[src/rtl/assert_macros.svh]
// Assertion macros shared by the encoder RTL.
// Depends on the signals clk_i and rst_ni in the module that uses them.
`ifndef ASSERT_MACROS_SVH
`define ASSERT_MACROS_SVH

// Check that a property holds at every clock edge outside reset.
`define RS_ASSERT(label, prop) \
  label: assert property (@(posedge clk_i) disable iff (!rst_ni) (prop)) \
    else $error("encoder assertion failed");

// Check that a condition in one cycle implies a condition in the next one.
`define RS_ASSERT_NEXT(label, ante, cons) \
  label: assert property (@(posedge clk_i) disable iff (!rst_ni) (ante) |=> (cons)) \
    else $error("encoder assertion failed");

`endif

[src/rtl/rsenc_pkg.sv]
// Types, constants and GF(64) helper functions of the Reed-Solomon parity encoder.
// Used by rsenc_byte_update and the top level; depends on nothing else.
package rsenc_pkg;

  // Field polynomial x^6+x+1, its top bit, and the symbol mask.
  localparam logic [6:0] GfPoly  = 7'h43;
  localparam logic [6:0] GfTop   = 7'h40;
  localparam logic [6:0] SymMask = 7'h3f;

  // Number of parity bytes that close a message.
  localparam logic [1:0] ParBytes = 2'd3;

  typedef logic [5:0] sym_t;
  typedef logic [3:0][5:0] par_t;

  // Position of the next byte inside its three-byte group.
  typedef enum logic [1:0] {
    PhA = 2'd0,
    PhB = 2'd1,
    PhC = 2'd2
  } phase_e;

  // Running encoder state carried from byte to byte.
  typedef struct packed {
    par_t   par;
    phase_e phase;
    logic [3:0] carry;
  } enc_state_t;

  // Multiply a field element by alpha.
  function automatic sym_t gf_times_x(sym_t v);
    logic [6:0] t;
    t = {v, 1'b0};
    if ((t & GfTop) != 7'h00) begin
      t = t ^ GfPoly;
    end
    return sym_t'(t & SymMask);
  endfunction

  // One shift of the four-stage parity register with one input symbol.
  function automatic par_t lfsr_symbol(par_t p, sym_t s);
    sym_t f;
    sym_t p1;
    sym_t p2;
    sym_t p3;
    sym_t p4;
    par_t r;
    p1 = p[1];
    p2 = p[2];
    p3 = p[3];
    p4 = '0;
    f  = s ^ p[0];
    p2 = p2 ^ f;
    p3 = p3 ^ f;
    f  = gf_times_x(f);
    p1 = p1 ^ f;
    f  = gf_times_x(f);
    p1 = p1 ^ f;
    p2 = p2 ^ f;
    f  = gf_times_x(f);
    p1 = p1 ^ f;
    p2 = p2 ^ f;
    f  = gf_times_x(f);
    p1 = p1 ^ f;
    p2 = p2 ^ f;
    p3 = p3 ^ f;
    p4 = p4 ^ f;
    f  = gf_times_x(f);
    p4 = p4 ^ f;
    r[0] = p1;
    r[1] = p2;
    r[2] = p3;
    r[3] = p4;
    return r;
  endfunction

  // Unpack one byte at the current phase into symbols and advance the phase.
  function automatic enc_state_t take_byte(enc_state_t st, logic [7:0] b);
    enc_state_t r;
    r = st;
    case (st.phase)
      PhB: begin
        r.par   = lfsr_symbol(st.par, {b[3:0], st.carry[1:0]});
        r.carry = b[7:4];
        r.phase = PhC;
      end
      PhC: begin
        r.par   = lfsr_symbol(lfsr_symbol(st.par, {b[1:0], st.carry}), b[7:2]);
        r.carry = 4'h0;
        r.phase = PhA;
      end
      default: begin
        r.par   = lfsr_symbol(st.par, b[5:0]);
        r.carry = {2'b00, b[7:6]};
        r.phase = PhB;
      end
    endcase
    return r;
  endfunction

endpackage

[src/rtl/rsenc_byte_update.sv]
// Combinational next-state logic for one message byte, with group padding on the last byte.
// Depends on rsenc_pkg.
module rsenc_byte_update (
  input  rsenc_pkg::enc_state_t state_i,
  input  logic [7:0]            data_byte_i,
  input  logic                  last_i,
  output rsenc_pkg::enc_state_t state_o,
  output logic [23:0]           parity_o
);

  rsenc_pkg::enc_state_t st_byte;
  rsenc_pkg::enc_state_t st_pad1;
  rsenc_pkg::enc_state_t st_pad2;

  // Feed the byte, then complete an open group with zero bytes.
  always_comb begin
    st_byte = rsenc_pkg::take_byte(state_i, data_byte_i);
    st_pad1 = st_byte;
    if (st_byte.phase != rsenc_pkg::PhA) begin
      st_pad1 = rsenc_pkg::take_byte(st_byte, 8'h00);
    end
    st_pad2 = st_pad1;
    if (st_pad1.phase != rsenc_pkg::PhA) begin
      st_pad2 = rsenc_pkg::take_byte(st_pad1, 8'h00);
    end
  end

  // Pack the four parity symbols into three bytes, lowest byte sent first.
  assign parity_o = {st_pad2.par[3], st_pad2.par[2], st_pad2.par[1], st_pad2.par[0]};

  // The state clears once a message is closed.
  assign state_o = last_i ? rsenc_pkg::enc_state_t'('0) : st_byte;

endmodule

[src/rtl/reed_solomon_gf64_parity_encoder_unit.sv]
// A message byte waits in the skid register if it cannot be taken, then goes to the
// output register. Throughput: one message byte per cycle while the output accepts;
// the last byte is followed by three parity bytes, during which no byte is encoded.
// The input stage is a skid register, so tready on the input side is a register.
// Reset is asynchronous and active low; it clears the encoder state and all valid flags.
`include "assert_macros.svh"

module reed_solomon_gf64_parity_encoder_unit (
  input  logic       clk_i,
  input  logic       rst_ni,
  // Input stream.
  input  logic       s_axis_tvalid_i,
  output logic       s_axis_tready_o,
  input  logic [7:0] s_axis_tdata_i,   // [7:0] data_byte
  input  logic       s_axis_tlast_i,   // last
  // Output stream.
  output logic       m_axis_tvalid_o,
  input  logic       m_axis_tready_i,
  output logic [7:0] m_axis_tdata_o,   // [7:0] out_byte
  output logic       m_axis_tuser_o,   // [0] is_parity
  output logic       m_axis_tlast_o    // end_of_frame
);

  // Skid register on the input side.
  logic       skid_valid_q, skid_valid_d;
  logic [7:0] skid_data_q;
  logic       skid_last_q;

  // Encoder state.
  rsenc_pkg::enc_state_t state_q, state_d;
  rsenc_pkg::enc_state_t state_next;
  logic [23:0]           parity_next;

  // Output register and pending parity bytes.
  logic        out_valid_q, out_valid_d;
  logic [7:0]  out_data_q, out_data_d;
  logic        out_par_q, out_par_d;
  logic        out_eof_q, out_eof_d;
  logic [1:0]  pcnt_q, pcnt_d;
  logic [23:0] pbuf_q, pbuf_d;

  logic       head_valid;
  logic [7:0] head_data;
  logic       head_last;
  logic       out_free;
  logic       take_head;

  // The item at the head is the skid entry if one is held, else the port.
  assign s_axis_tready_o = !skid_valid_q;
  assign head_valid      = skid_valid_q || s_axis_tvalid_i;
  assign head_data       = skid_valid_q ? skid_data_q : s_axis_tdata_i;
  assign head_last       = skid_valid_q ? skid_last_q : s_axis_tlast_i;

  assign out_free  = !out_valid_q || m_axis_tready_i;
  assign take_head = out_free && (pcnt_q == 2'd0) && head_valid;

  rsenc_byte_update u_byte_update (
    .state_i     (state_q),
    .data_byte_i (head_data),
    .last_i      (head_last),
    .state_o     (state_next),
    .parity_o    (parity_next)
  );

  // Skid register fills when a transfer arrives that the output cannot take.
  always_comb begin
    if (skid_valid_q) begin
      skid_valid_d = !take_head;
    end else begin
      skid_valid_d = s_axis_tvalid_i && !take_head;
    end
  end

  // Output register: pending parity first, then the next message byte.
  always_comb begin
    out_valid_d = out_valid_q;
    out_data_d  = out_data_q;
    out_par_d   = out_par_q;
    out_eof_d   = out_eof_q;
    pcnt_d      = pcnt_q;
    pbuf_d      = pbuf_q;
    state_d     = state_q;
    if (out_free) begin
      if (pcnt_q != 2'd0) begin
        out_valid_d = 1'b1;
        out_data_d  = pbuf_q[7:0];
        out_par_d   = 1'b1;
        out_eof_d   = (pcnt_q == 2'd1);
        pbuf_d      = {8'h00, pbuf_q[23:8]};
        pcnt_d      = pcnt_q - 2'd1;
      end else if (head_valid) begin
        out_valid_d = 1'b1;
        out_data_d  = head_data;
        out_par_d   = 1'b0;
        out_eof_d   = 1'b0;
        state_d     = state_next;
        if (head_last) begin
          pbuf_d = parity_next;
          pcnt_d = rsenc_pkg::ParBytes;
        end
      end else begin
        out_valid_d = 1'b0;
      end
    end
  end

  // Control registers.
  always_ff @(posedge clk_i or negedge rst_ni) begin
    if (!rst_ni) begin
      skid_valid_q <= 1'b0;
      out_valid_q  <= 1'b0;
      pcnt_q       <= 2'd0;
      state_q      <= '0;
    end else begin
      skid_valid_q <= skid_valid_d;
      out_valid_q  <= out_valid_d;
      pcnt_q       <= pcnt_d;
      state_q      <= state_d;
    end
  end

  // Payload registers.
  always_ff @(posedge clk_i) begin
    if (s_axis_tvalid_i && s_axis_tready_o) begin
      skid_data_q <= s_axis_tdata_i;
      skid_last_q <= s_axis_tlast_i;
    end
    out_data_q <= out_data_d;
    out_par_q  <= out_par_d;
    out_eof_q  <= out_eof_d;
    pbuf_q     <= pbuf_d;
  end

  assign m_axis_tvalid_o = out_valid_q;
  assign m_axis_tdata_o  = out_data_q;
  assign m_axis_tuser_o  = out_par_q;
  assign m_axis_tlast_o  = out_eof_q;

  // A closing byte arms exactly three parity bytes and clears the state.
  `RS_ASSERT_NEXT(a_last_arms_parity, take_head && head_last, pcnt_q == rsenc_pkg::ParBytes)
  `RS_ASSERT_NEXT(a_last_clears_state, take_head && head_last, state_q == '0)
  // Parity is pending only behind a byte shown at the output.
  `RS_ASSERT(a_pending_behind_output, (pcnt_q == 2'd0) || out_valid_q)
  // A parity byte that does not end the frame has more parity behind it.
  `RS_ASSERT(a_parity_run_complete,
             !(out_valid_q && out_par_q && !out_eof_q) || (pcnt_q != 2'd0))

endmodule

[config.mk]
export PLATFORM = sky130hd
export DESIGN_NAME = reed_solomon_gf64_parity_encoder_unit
export DESIGN_NICKNAME = d
export VERILOG_FILES = /design/src/rtl/rsenc_pkg.sv /design/src/rtl/rsenc_byte_update.sv /design/src/rtl/reed_solomon_gf64_parity_encoder_unit.sv
export VERILOG_INCLUDE_DIRS = /design/src /design/src/rtl
export SDC_FILE = /design/constraint.sdc
export NUM_CORES = 1
export LEC_CHECK = 0
export ABC_AREA = 1
export BUFFER_PORTS_ARGS = -buffer_cell sky130_fd_sc_hd__clkbuf_2
export CAP_MARGIN = 20
export CORE_MARGIN = 1.5
export CORE_UTILIZATION = 30
export CTS_BUF_LIST = sky130_fd_sc_hd__clkbuf_16
export DETAILED_ROUTE_END_ITERATION = 7
export GPL_TIMING_DRIVEN = 1
export PLACE_DENSITY_LB_ADDON = 0.15
export SLEW_MARGIN = 5
export SYNTH_ARGS = -nofsm -noshare
export SYNTH_HDL_FRONTEND = slang
export SYNTH_HIERARCHICAL = 1
export SYNTH_SLANG_ARGS = --single-unit
export TNS_END_PERCENT = 1
[constraint.sdc]
create_clock -name clk_i -period 15.7 [get_ports clk_i]
set_input_delay 3.14 -clock clk_i [delete_from_list [all_inputs] [get_ports clk_i]]
set_output_delay 3.14 -clock clk_i [all_outputs]
set_load 0.05 [all_outputs]
==> metrics.cfg <==
[synthesis]
synth.top_cell.area_share_pct=24.3
synthArstFlopShare_pct=44.2
synthTopCellsByArea=nand2_1, nand3_1, edfxtp_1
synth_seq_cells=77
yosys_warnings=6
synth.most_common_cell=nand2_1
post_synth.cell_area_avg_um2=5.97
yosys-top-cells-count=nand2_1, nand3_1, inv_1, xor2_1, nand2_2
synth_edf_count=43
synth_area_mm2=0.0127
synth_cells=2122
yosysUniqueCellTypes=45
seq_area_frac_synth_pct=16.9
post-synth-top-area-cell=nand2_1
yosys_most_used_dff=edfxtp_1
postSynthNetCount=2141

[layout]
drive_gt1_share_pct=14.4
fillers=4660
instances_no_fill=2662
stdcell_area_mm2=0.0136
antennaDiodeCount=0
nets=2137
area_growth_syn_to_layout_pct=7.19

[timing]
finalCritPeriodShare_pct=61.4
hold_violations=0
period_needed_ps=9640
grt_setup_unrepaired=false
fin_worst_skew_ps=6.44
setup_viol=0
fin_setup_tns_ps=0
fmax_mhz=104
slew_headroom_pct=24.1
tightestPinTransition_ps=1130
drv_slew=0

[critical_path]
criticalPathCategory=primary input to flip-flop
crit_path_frequent_cell=nand2_1
slowest_delay_ps=370
r2r_slack_ps=8040
endpoint_kind=flip-flop
critPathArrivalTime_ps=9740
start_kind=primary input
cp_max_fo=12
crit_path_top_delay_cell=nand2_2
cp.required_ps=15800

[global_routing]
grt.overflow.total=0
grt.total_usage_pct=23.6
grt_pass1_wl_mm=78.2
grt_max_degree=48
grt_pass1_vias=12486
antenna_found_initial=0

[job]
maxCapViolations=0

[cts]
cts_buffers=9
post_cts_resized=0
cts_tree=built
cts_buffer_depth=2
path_clk_slew_ps=60
cts_hold_buf=0
clk_latency_ps=340
htreeDepth=3
post_cts.repair.setup_buffers=0
cts.sinks=77
cts-root-buf=clkbuf_16

[route]
dr.pass1.iters=5
vias=13714
ant_nets=0
vias_per_cell=5.15
drt_iter0_markers=1424
wirelength_mm=52.0
drc_errors=0
routedWlPerCell_um=19.5

[die]
core_mm2=0.0418
dieHeight_um=208
die_w_um=208
die-area_mm2=0.0435
io_pins=25
rows=75
initial_core_util_pct=30.3

[place]
io_buffer_count=24
gp_congestion=0.972
dp_hpwl_mm=41.6
placed_cells=2645
post_dp_cell_area_mm2=0.0133

[run_status]
status=complete, no violations

[hold_path]
hp-class=flip-flop to flip-flop

[through the flow]
step | setup slack, ps | utilization [%] | hold WS [ps]
2_1_floorplan | 8100 | - | 442
4_1_cts | 6190 | 32.5 | 479
3_5_place_dp | 5830 | 31.8 | 466
3_3_place_gp | 5800 | 31.8 | 463
6_report | 6060 | 32.5 | 476
5_1_grt | 5670 | 32.5 | 508
[flip-flops by register name, indices dropped and copies added, names as in the netlist]
register / cells
m_axis_tlast_o: 1
m_axis_tuser_o: 1
m_axis_tdata_o: 8
skid_last_q: 1
pcnt_q: 2
state_q: 30
m_axis_tvalid_o: 1
skid_data_q: 8
skid_valid_q: 1
pbuf_q: 24
[path summary, 6_finish.rpt]
check,depth (start not counted),endpoint,start
setup / recovery,49,pbuf_q[18],s_axis_tdata_i[1]
hold / removal,2,pcnt_q[1],pcnt_q[1]
setup reg to reg,49,pbuf_q[18],skid_valid_q
max in group asynchronous,1,state_q[20],rst_ni
min in group asynchronous,1,state_q[2],rst_ni
hold reg to reg,2,pcnt_q[1],pcnt_q[1]
[worst max-delay path, delay by kind of cell]
family	cells	cell delay [ps]
AO/OA/AOI/OAI	1	300
buffers and inverters	7	910
AND/OR/NAND/NOR	41	5370
[layout by cell type, fill, tap and decap left out, drive strengths merged, types with 7 or more instances in the layout]
master	netlist	layout
a21oi	60	60
a31oi	9	9
buf	30	13
clkbuf	23	34
dfrtp	34	34
edfxtp	43	43
inv	217	221
nand2	967	967
nand3	307	307
nand3b	9	9
nor2	74	74
o211ai	7	7
o21ai	90	90
o22ai	8	8
or2	19	19
xnor2	47	47
xor2	150	150
[layout make-up]
cell class | instances | area [µm²] | area share [%]
clock buffer | 9 | 225 | 1.66
clock inverter | 7 | 67.6 | 0.498
inverter | 222 | 838 | 6.17
multi-input combinational | 1770 | 9410 | 69.3
sequential | 77 | 2140 | 15.8
tap | 539 | 674 | 4.97
timing repair buffer | 38 | 225 | 1.66
[cell families (layout without fill, tap and decap cells)]
family	after synthesis	in the layout	synth area share, %
AOI/OAI and AO/OA	187	187	8.36
and+or+nand+nor	1380	1380	51.1
xor gates and xnor gates	197	197	14.2
DFF	77	77	16.9
adders and majority gates	6	6	0.593
buffers and inverters	275	276	8.84
[routing by layer]
metal | share of wire (%) | vias up | global-route usage [%]
met1 | 47 | 6387 | 34.4
met4 | 1.8 | 0 | 5.16
li1 | - | 6741 | -
met2 | 45 | 532 | 37.8
met3 | 6.1 | 54 | 1.72
met5 | 0 | - | 0
Power is not shown: default switching activity piles up to over one toggle a cycle in this logic, so the estimate is an artifact.
